### src/rtl/core/xxtea_block_cipher_top_macros.svh
// Assertion helpers for the cipher block. Both sample on clk_i and stay
// quiet while rst_ni is low.
`ifndef XXTEA_BLOCK_CIPHER_TOP_MACROS_SVH
`define XXTEA_BLOCK_CIPHER_TOP_MACROS_SVH

// Consequent must hold in the same cycle as the antecedent.
`define XX_ASSERT_IMP(lbl, ante, cons) \
  lbl: assert property (@(posedge clk_i) disable iff (!rst_ni) (ante) |-> (cons)) \
    else $error("xxtea assertion failed");

// Consequent must hold in the cycle after the antecedent.
`define XX_ASSERT_NXT(lbl, ante, cons) \
  lbl: assert property (@(posedge clk_i) disable iff (!rst_ni) (ante) |=> (cons)) \
    else $error("xxtea assertion failed");

`endif

### src/rtl/core/xxtea_pkg.sv
package xxtea_pkg;

  localparam logic [31:0] TEA_DELTA = 32'h9e3779b9;

  localparam int unsigned ROUNDS_W    = 6;
  localparam int unsigned ROUNDS_BASE = 6;
  localparam int unsigned NW_FN       = 11;
  localparam int unsigned CFG_IDX_W   = 3;

  localparam logic [CFG_IDX_W-1:0] REG_KEY_0 = 3'd0;
  localparam logic [CFG_IDX_W-1:0] REG_KEY_1 = 3'd1;
  localparam logic [CFG_IDX_W-1:0] REG_KEY_2 = 3'd2;
  localparam logic [CFG_IDX_W-1:0] REG_KEY_3 = 3'd3;
  localparam logic [CFG_IDX_W-1:0] REG_MODE  = 3'd4;

  typedef struct packed {
    logic        decrypt;
    logic [31:0] sum;
    logic [31:0] key;
  } mix_ctrl_t;

  // 52 / n for a block length n of at least one word
  function automatic logic [ROUNDS_W-1:0] rounds_extra(input logic [NW_FN-1:0] n);
    logic [ROUNDS_W-1:0] r;
    priority if (n == 11'd1) r = 6'd52;
    else if (n == 11'd2)     r = 6'd26;
    else if (n == 11'd3)     r = 6'd17;
    else if (n == 11'd4)     r = 6'd13;
    else if (n == 11'd5)     r = 6'd10;
    else if (n == 11'd6)     r = 6'd8;
    else if (n == 11'd7)     r = 6'd7;
    else if (n == 11'd8)     r = 6'd6;
    else if (n <= 11'd10)    r = 6'd5;
    else if (n <= 11'd13)    r = 6'd4;
    else if (n <= 11'd17)    r = 6'd3;
    else if (n <= 11'd26)    r = 6'd2;
    else if (n <= 11'd52)    r = 6'd1;
    else                     r = 6'd0;
    return r;
  endfunction

endpackage

### src/rtl/core/xxtea_mix.sv
module xxtea_mix (
  input  xxtea_pkg::mix_ctrl_t ctrl_i,
  input  logic [31:0]          cur_i,
  input  logic [31:0]          carry_i,
  input  logic [31:0]          nb_i,
  output logic [31:0]          word_o
);

  logic [31:0] z;
  logic [31:0] y;
  logic [31:0] a;
  logic [31:0] b;
  logic [31:0] m;

  // encryption carries z forward and reads y ahead; decryption the reverse
  assign z = ctrl_i.decrypt ? nb_i : carry_i;
  assign y = ctrl_i.decrypt ? carry_i : nb_i;

  assign a = ((z >> 5) ^ (y << 2)) + ((y >> 3) ^ (z << 4));
  assign b = (ctrl_i.sum ^ y) + (ctrl_i.key ^ z);
  assign m = a ^ b;

  assign word_o = ctrl_i.decrypt ? (cur_i - m) : (cur_i + m);

endmodule

### config.mk
export PLATFORM = sky130hd
export DESIGN_NAME = xxtea_mix
export DESIGN_NICKNAME = d
export VERILOG_FILES = /design/src/rtl/core/xxtea_block_cipher_top_macros.svh /design/src/rtl/core/xxtea_pkg.sv /design/src/rtl/core/xxtea_mix.sv
export SDC_FILE = /design/constraint.sdc
export NUM_CORES = 1
export LEC_CHECK = 0
export ABC_AREA = 1
export ABC_CLOCK_PERIOD_IN_PS = 11400
export BUFFER_PORTS_ARGS = -buffer_cell sky130_fd_sc_hd__buf_2
export CORE_ASPECT_RATIO = 1.25
export CORE_MARGIN = 4
export CORE_UTILIZATION = 36
export DETAILED_ROUTE_END_ITERATION = 10
export PLACE_DENSITY = 0.56
export SYNTH_ARGS = -nofsm -noshare
export SYNTH_HDL_FRONTEND = slang
export SYNTH_SLANG_ARGS = --single-unit
### constraint.sdc
create_clock -name vclk -period 11.4
set_input_delay 1.14 -clock vclk [all_inputs]
set_output_delay 1.14 -clock vclk [all_outputs]
set_load 0.05 [all_outputs]
==> metrics.md, run 1 <==
| Metric | Value |
|---|---|
| WP data arrival | 7.61 ns |
| Routed via count | 11100 |
| Slowest cell on the critical path | sky130_fd_sc_hd__buf_4 |
| Number of cells produced by synthesis | 1757 |
| Aggregate routed wire length | 36000 um |
| CP max FO | 58 |
| Share of synthesized area spent on multiplexers | 3.79% |
| HPWL reported at the end of detailed placement | 32700 um |
| Slew of the pin with the lowest slew margin | 0.837 ns |
| First-pass GRT wire length | 55700 um |
| Maximum number of pins on one net before global-route repair | 59 |
| Power density of the placed cells | 288 mW/mm2 |
| Clk_buf instances | 0 |
| Number of placement rows | 66 |
| Kind of critical path | input pin to primary output |
| Post-CTS setup buffers | 0 |
| Synth Net Count | 2015 |
| PostCTS Resize Cnt | 0 |
| Remaining antenna violation count after routing | 0 |
| Shortest period the worst path allows | 8.75 ns |
| Overall die width | 153 um |
| Fraction of layout cells with a size suffix above 1 | 13.1% |
| Post-Syn Area | 0.00950 mm2 |
| Crit share post-route | 76.8% |
| Total design power | 3.13 mW |
| GR Overflow Total | 0 |
| Initial cell density of the core | 36.5% |
| GPL Wtd Cong | 0.952 |
| Layout Cells excl Fill | 2276 |
| Post-synthesis share of cell area spent on full adders, half adders and majority gates | 13.0% |
| Outcome | finished, final reports clean |
| Die span in y | 190 um |
| Synth Warn # | 0 |
| Least setup slack across all paths after layout | 2.65 ns |
| Via count of the first global-routing pass | 10900 |
| Compound-cell area share of the yosys netlist | 10.5% |
| Flip-flop and latch area | 0 um2 |
| Switching power share of the total | 71.7% |
| Number of pins exceeding their max-slew limit in the final report | 0 |
| DR vias/cell | 4.89 |
| I/O Pins | 193 |
| Layout filler cell count | 3010 |
| Dominant combinational cell family by area after synthesis | simple AND/OR/NAND/NOR gates |
| Leakage power figure | 6.40 nW |
| Remaining max-slew budget at the tightest pin | 43.6% |
| Achievable Freq | 114 MHz |
| Placed Instances | 2276 |
| Number of DRC markers after the initial detailed-route iteration | 520 |
| Sequential Power Share | 0% |
| Layout overhead on the synthesized area | 14.1% |
| Area occupied by multi-input gates | 0.00832 mm2 |
| Final core utilization | 41.7% |
| Post-route standard cell area excluding fillers | 0.0108 mm2 |
| Mean routed wirelength per cell | 15.8 um |
| Minimum hold slack | 2.76 ns |
| Total Negative Setup Slacks | 0 ns |
| Post-synth cell types | 44 |
| Xor/xnor cell area share of the yosys netlist | 18.9% |
| Total net switching power | 2.24 mW |
| I/O Buffers | 193 |
| Final setup vio count | 0 |
| MaxCap Viol Count | 0 |
| Clock network fraction of design power | 0% |
| Worst-case setup slack after placement | 2.76 ns |
| Simple-gate share of the synthesized area | 41.3% |
| Share of power burned in combinational logic | 100.0% |
| Total number of sequential cells | 0 |
| Kind of start point of the critical path | input pin |
| Most prevalent standard cell on the critical path | sky130_fd_sc_hd__nand2_1 |
| Number of antenna violations at the first check in global routing | 0 |
| Overall die area | 0.0291 mm2 |
| IR Drop Worst-Case VDD | 0.175 mV |
| Cell area after placement | 0.0108 mm2 |
| Syn_area_per_cell | 5.41 um2 |
| Count of TritonRoute iterations in the first routing pass | 5 |
| Cell-internal power | 0.886 mW |
| Core Area | 0.0260 mm2 |
| Worst min-delay path category | input pin to primary output |
| RSZ-0062 raised after global routing | no |
| Final #Nets | 2196 |
| Antenna Cells | 0 |
| Slowest cell delay on critical path | 0.52 ns |
| Required time worst endpoint | 10.26 ns |
| Sequential cell area fraction in the yosys report | 0% |
| Number of endpoints with negative hold slack in the final report | 0 |
| Kind of end point of the critical path | primary output |
| GRT Resource Usage Total | 23.7% |
| Remaining routing DRC violations | 0 |
| Post-CTS Hold Fix Bufs | 0 |
## final timing paths
kind,from,end,depth (start not counted)
max,ctrl_i[64],word_o[31],35
min,cur_i[0],word_o[0],5
## kinds of logic after synthesis
family / after synthesis
fa+ha+maj: 97
simple gates: 925
buf+inv: 315
compound gates: 179
mux: 36
xor+xnor: 205
## area by class of cell
class	count	share of cell area [%]
Timing Repair Buffer	195	9.07
Multi-Input combinational cell	1442	76.7
Tap cell	340	3.92
Inverter	299	10.3
## worst max-delay path: cells and delay by family
family	cells	cell delay (ns)
adders and majority gates	3	1.11
buffers and inverters	7	1.35
and+or+nand+nor	17	2.06
xor gates and xnor gates	2	0.30
AOI/OAI and AO/OA	6	1.59
## placed cells by master (no fill, tap or decap), drive strengths merged, types with 4 or more instances in the layout
cell type	n
a31oi	4
nand4	21
xnor2	100
a21boi	4
and2	5
nor2	147
nor3	9
o21bai	9
xor2	105
nand2	621
a21o	7
a21oi	79
o21ai	70
inv	299
nand3	100
mux2i	36
ha	94
buf	195
nand3b	13
## Yosys cell counts, types with 7 or more instances
cell type,instances,area share [%]
sky130_fd_sc_hd__xnor2_1,100,9.2
sky130_fd_sc_hd__o21bai_1,8,0.63
sky130_fd_sc_hd__nand2_1,605,24
sky130_fd_sc_hd__nand3_2,7,0.74
sky130_fd_sc_hd__nand3_1,92,4.8
sky130_fd_sc_hd__inv_2,10,0.40
sky130_fd_sc_hd__ha_1,94,12
sky130_fd_sc_hd__mux2i_1,36,3.8
sky130_fd_sc_hd__a21oi_1,76,4.0
sky130_fd_sc_hd__nand3b_1,12,0.95
sky130_fd_sc_hd__nor2_1,134,5.3
sky130_fd_sc_hd__xor2_1,105,9.7
sky130_fd_sc_hd__clkbuf_1,11,0.43
sky130_fd_sc_hd__nand2_2,14,0.92
sky130_fd_sc_hd__nor3_1,8,0.42
sky130_fd_sc_hd__a21o_1,7,0.55
sky130_fd_sc_hd__inv_1,289,11
sky130_fd_sc_hd__o21ai_0,58,3.1
sky130_fd_sc_hd__nor2_2,10,0.66
sky130_fd_sc_hd__nand4_1,18,1.2
sky130_fd_sc_hd__o21ai_1,9,0.47
## routing by layer
metal  GRT usage (%)  share of wire (%)  vias up
li1                -                  -     5857
met1            29.7                 44     4904
met2            44.0                 49      311
met3           0.910                4.2       60
met4            7.27                3.7        0
met5               0                  0        -
## power by group through the flow
stage	logic [mW]	clock network [mW]	registers (mW)
2_1_floorplan	2.40	0	0
3_3_place_gp	3.12	0	0
3_5_place_dp	3.12	0	0
4_1_cts	3.13	0	0
5_1_grt	3.42	0	0
6_report	3.13	0	0
Note: power is estimated with default switching activity, not from simulation.
==> inputs of run 2 (changes only) <==
--- a/config.mk
+++ b/config.mk
@@ -6,13 +6,13 @@
 export NUM_CORES = 1
 export LEC_CHECK = 0
 export ABC_AREA = 1
-export ABC_CLOCK_PERIOD_IN_PS = 11400
+export ABC_CLOCK_PERIOD_IN_PS = 7100
 export BUFFER_PORTS_ARGS = -buffer_cell sky130_fd_sc_hd__buf_2
 export CORE_ASPECT_RATIO = 1.25
 export CORE_MARGIN = 4
 export CORE_UTILIZATION = 36
 export DETAILED_ROUTE_END_ITERATION = 10
-export PLACE_DENSITY = 0.56
+export PLACE_DENSITY = 0.58
 export SYNTH_ARGS = -nofsm -noshare
 export SYNTH_HDL_FRONTEND = slang
 export SYNTH_SLANG_ARGS = --single-unit
==> constraint.sdc (replaced) <==
create_clock -name vclk -period 7.1
set_input_delay 0.71 -clock vclk [all_inputs]
set_output_delay 0.71 -clock vclk [all_outputs]
set_load 0.05 [all_outputs]
==> metrics.md, run 2 (synthesis gave the netlist of run 1 again) <==
| Metric | Value |
|---|---|
| Worst setup path endpoint | word_o[31] |
| Required time worst endpoint | 6.39 ns |
| Remaining max-slew budget at the tightest pin | 56.4% |
| Worst-case setup slack after placement | -0.148 ns |
| Number of antenna violations at the first check in global routing | 0 |
| Worst min-delay path category | input pin to primary output |
| Number of DRC markers after the initial detailed-route iteration | 433 |
| First-pass GRT wire length | 56400 um |
| Least setup slack across all paths after layout | 0.345 ns |
| Number of endpoints with negative hold slack in the final report | 0 |
| Die span in y | 190 um |
| Aggregate routed wire length | 36400 um |
| Leakage power figure | 6.69 nW |
| Remaining antenna violation count after routing | 0 |
| MaxCap Viol Count | 0 |
| HPWL reported at the end of detailed placement | 33400 um |
| Commonest cells after routing, fill and taps aside | sky130_fd_sc_hd__nand2_1 (603), sky130_fd_sc_hd__inv_1 (288), sky130_fd_sc_hd__buf_2 (190) |
| DR vias/cell | 4.82 |
| Overall die area | 0.0291 mm2 |
| Area occupied by multi-input gates | 0.00842 mm2 |
| Final #Nets | 2254 |
| Kind of start point of the critical path | input pin |
| GPL Wtd Cong | 0.975 |
| Slew of the pin with the lowest slew margin | 0.648 ns |
| Flip-flop and latch area | 0 um2 |
| Slowest cell on the critical path | sky130_fd_sc_hd__ha_1 |
| Commonest non-fill, non-tap cell in the layout | sky130_fd_sc_hd__nand2_1 |
| GR Overflow Total | 0 |
| Slowest cell delay on critical path | 0.40 ns |
| Overall die width | 153 um |
| Number of pins exceeding their max-slew limit in the final report | 0 |
| GRT Resource Usage Total | 24.0% |
| I/O Buffers | 193 |
| Antenna Cells | 0 |
| Crit share post-route | 95.1% |
| WP data arrival | 6.04 ns |
| I/O Pins | 193 |
| Remaining routing DRC violations | 0 |
| Fraction of layout cells with a size suffix above 1 | 17.1% |
| Number of placement rows | 66 |
| Maximum number of pins on one net before global-route repair | 34 |
| Layout overhead on the synthesized area | 20.3% |
| Most prevalent standard cell on the critical path | sky130_fd_sc_hd__nand2_1 |
| Initial cell density of the core | 36.5% |
| Achievable Freq | 148 MHz |
| RSZ-0062 raised after global routing | yes |
| Core Area | 0.0260 mm2 |
| Clk_buf instances | 0 |
| Kind of end point of the critical path | primary output |
| Power density of the placed cells | 446 mW/mm2 |
| Final setup vio count | 0 |
| Kind of critical path | input pin to primary output |
| CP max FO | 33 |
| Via count of the first global-routing pass | 11200 |
| Launching element of the worst setup path | ctrl_i[64] |
| Layout filler cell count | 2997 |
| Final core utilization | 43.9% |
| Mean routed wirelength per cell | 15.6 um |
| Outcome | finished, final reports clean |
| Count of TritonRoute iterations in the first routing pass | 5 |
| Shortest period the worst path allows | 6.75 ns |
| Post-CTS Hold Fix Bufs | 0 |
| Total number of sequential cells | 0 |
| Routed via count | 11300 |
| IR Drop Worst-Case VDD | 0.315 mV |
[run 2: cell types whose count changed in the layout (fill, tap and decap cells not counted), sizes merged]
cell,change
inv,-1
clkbuf,+2
buf,+56
clkinvlp,+1
[run 2: worst max-delay path: cells and delay by family]
| family | cells | cell delay (ns) |
|---|---|---|
| compound gates | 5 | 0.73 |
| buf+inv | 11 | 1.42 |
| mux | 1 | 0.20 |
| xor+xnor | 1 | 0.07 |
| fa+ha+maj | 2 | 0.75 |
| simple gates | 21 | 2.13 |
[run 2: metal layers]
layer | wire [um] | vias up | global-route usage, %
li1 | - | 5970 | -
met1 | 15700 | 4952 | 29.3
met2 | 18400 | 278 | 46.0
met3 | 1200 | 55 | 0.796
met4 | 1080 | 0 | 5.90
met5 | 0 | - | 0
[run 2: through the flow]
step           cells  area (um2)  power, mW  TNS [ns]  hold slack, ns
3_5_place_dp    2332       11300       5.06    -0.231            1.91
2_1_floorplan   1757        9500       3.86         0            1.76
4_1_cts         2332       11300       5.07         0            1.91
6_report        2334       11400       5.10         0            1.90
3_3_place_gp    2332       11300       5.04    -0.175            1.90
5_1_grt         2334       11400       5.58   -0.0648            1.94
[run 2: timing repair]
item                                    CTS  global route
endpoints found under the setup margin    2             5
setup buffers                             0             2
hold endpoints to repair                  0             0
resized for setup                         3            44
pin swaps                                 0             2
[run 2: worst min path at each step]
stage,startpoint,depth (start not counted),to,slack [ns]
2_1_floorplan,cur_i[0],3,word_o[0],1.76
3_3_place_gp,cur_i[0],5,word_o[0],1.90
3_5_place_dp,cur_i[0],5,word_o[0],1.91
4_1_cts,cur_i[0],5,word_o[0],1.91
5_1_grt,cur_i[0],5,word_o[0],1.94
6_report,cur_i[0],5,word_o[0],1.90
[run 2: power breakdown]
part	total [mW]	switching [mW]	internal (mW)
Clock	0	0	0
Combinational	5.10	3.61	1.49
Sequential	0	0	0
Total	5.10	3.61	1.49
[run 2: layout make-up]
class,count,share of cell area [%]
inverters,299,9.85
multi-input cells,1442,73.7
well taps,340,3.72
repair buffers,253,12.7
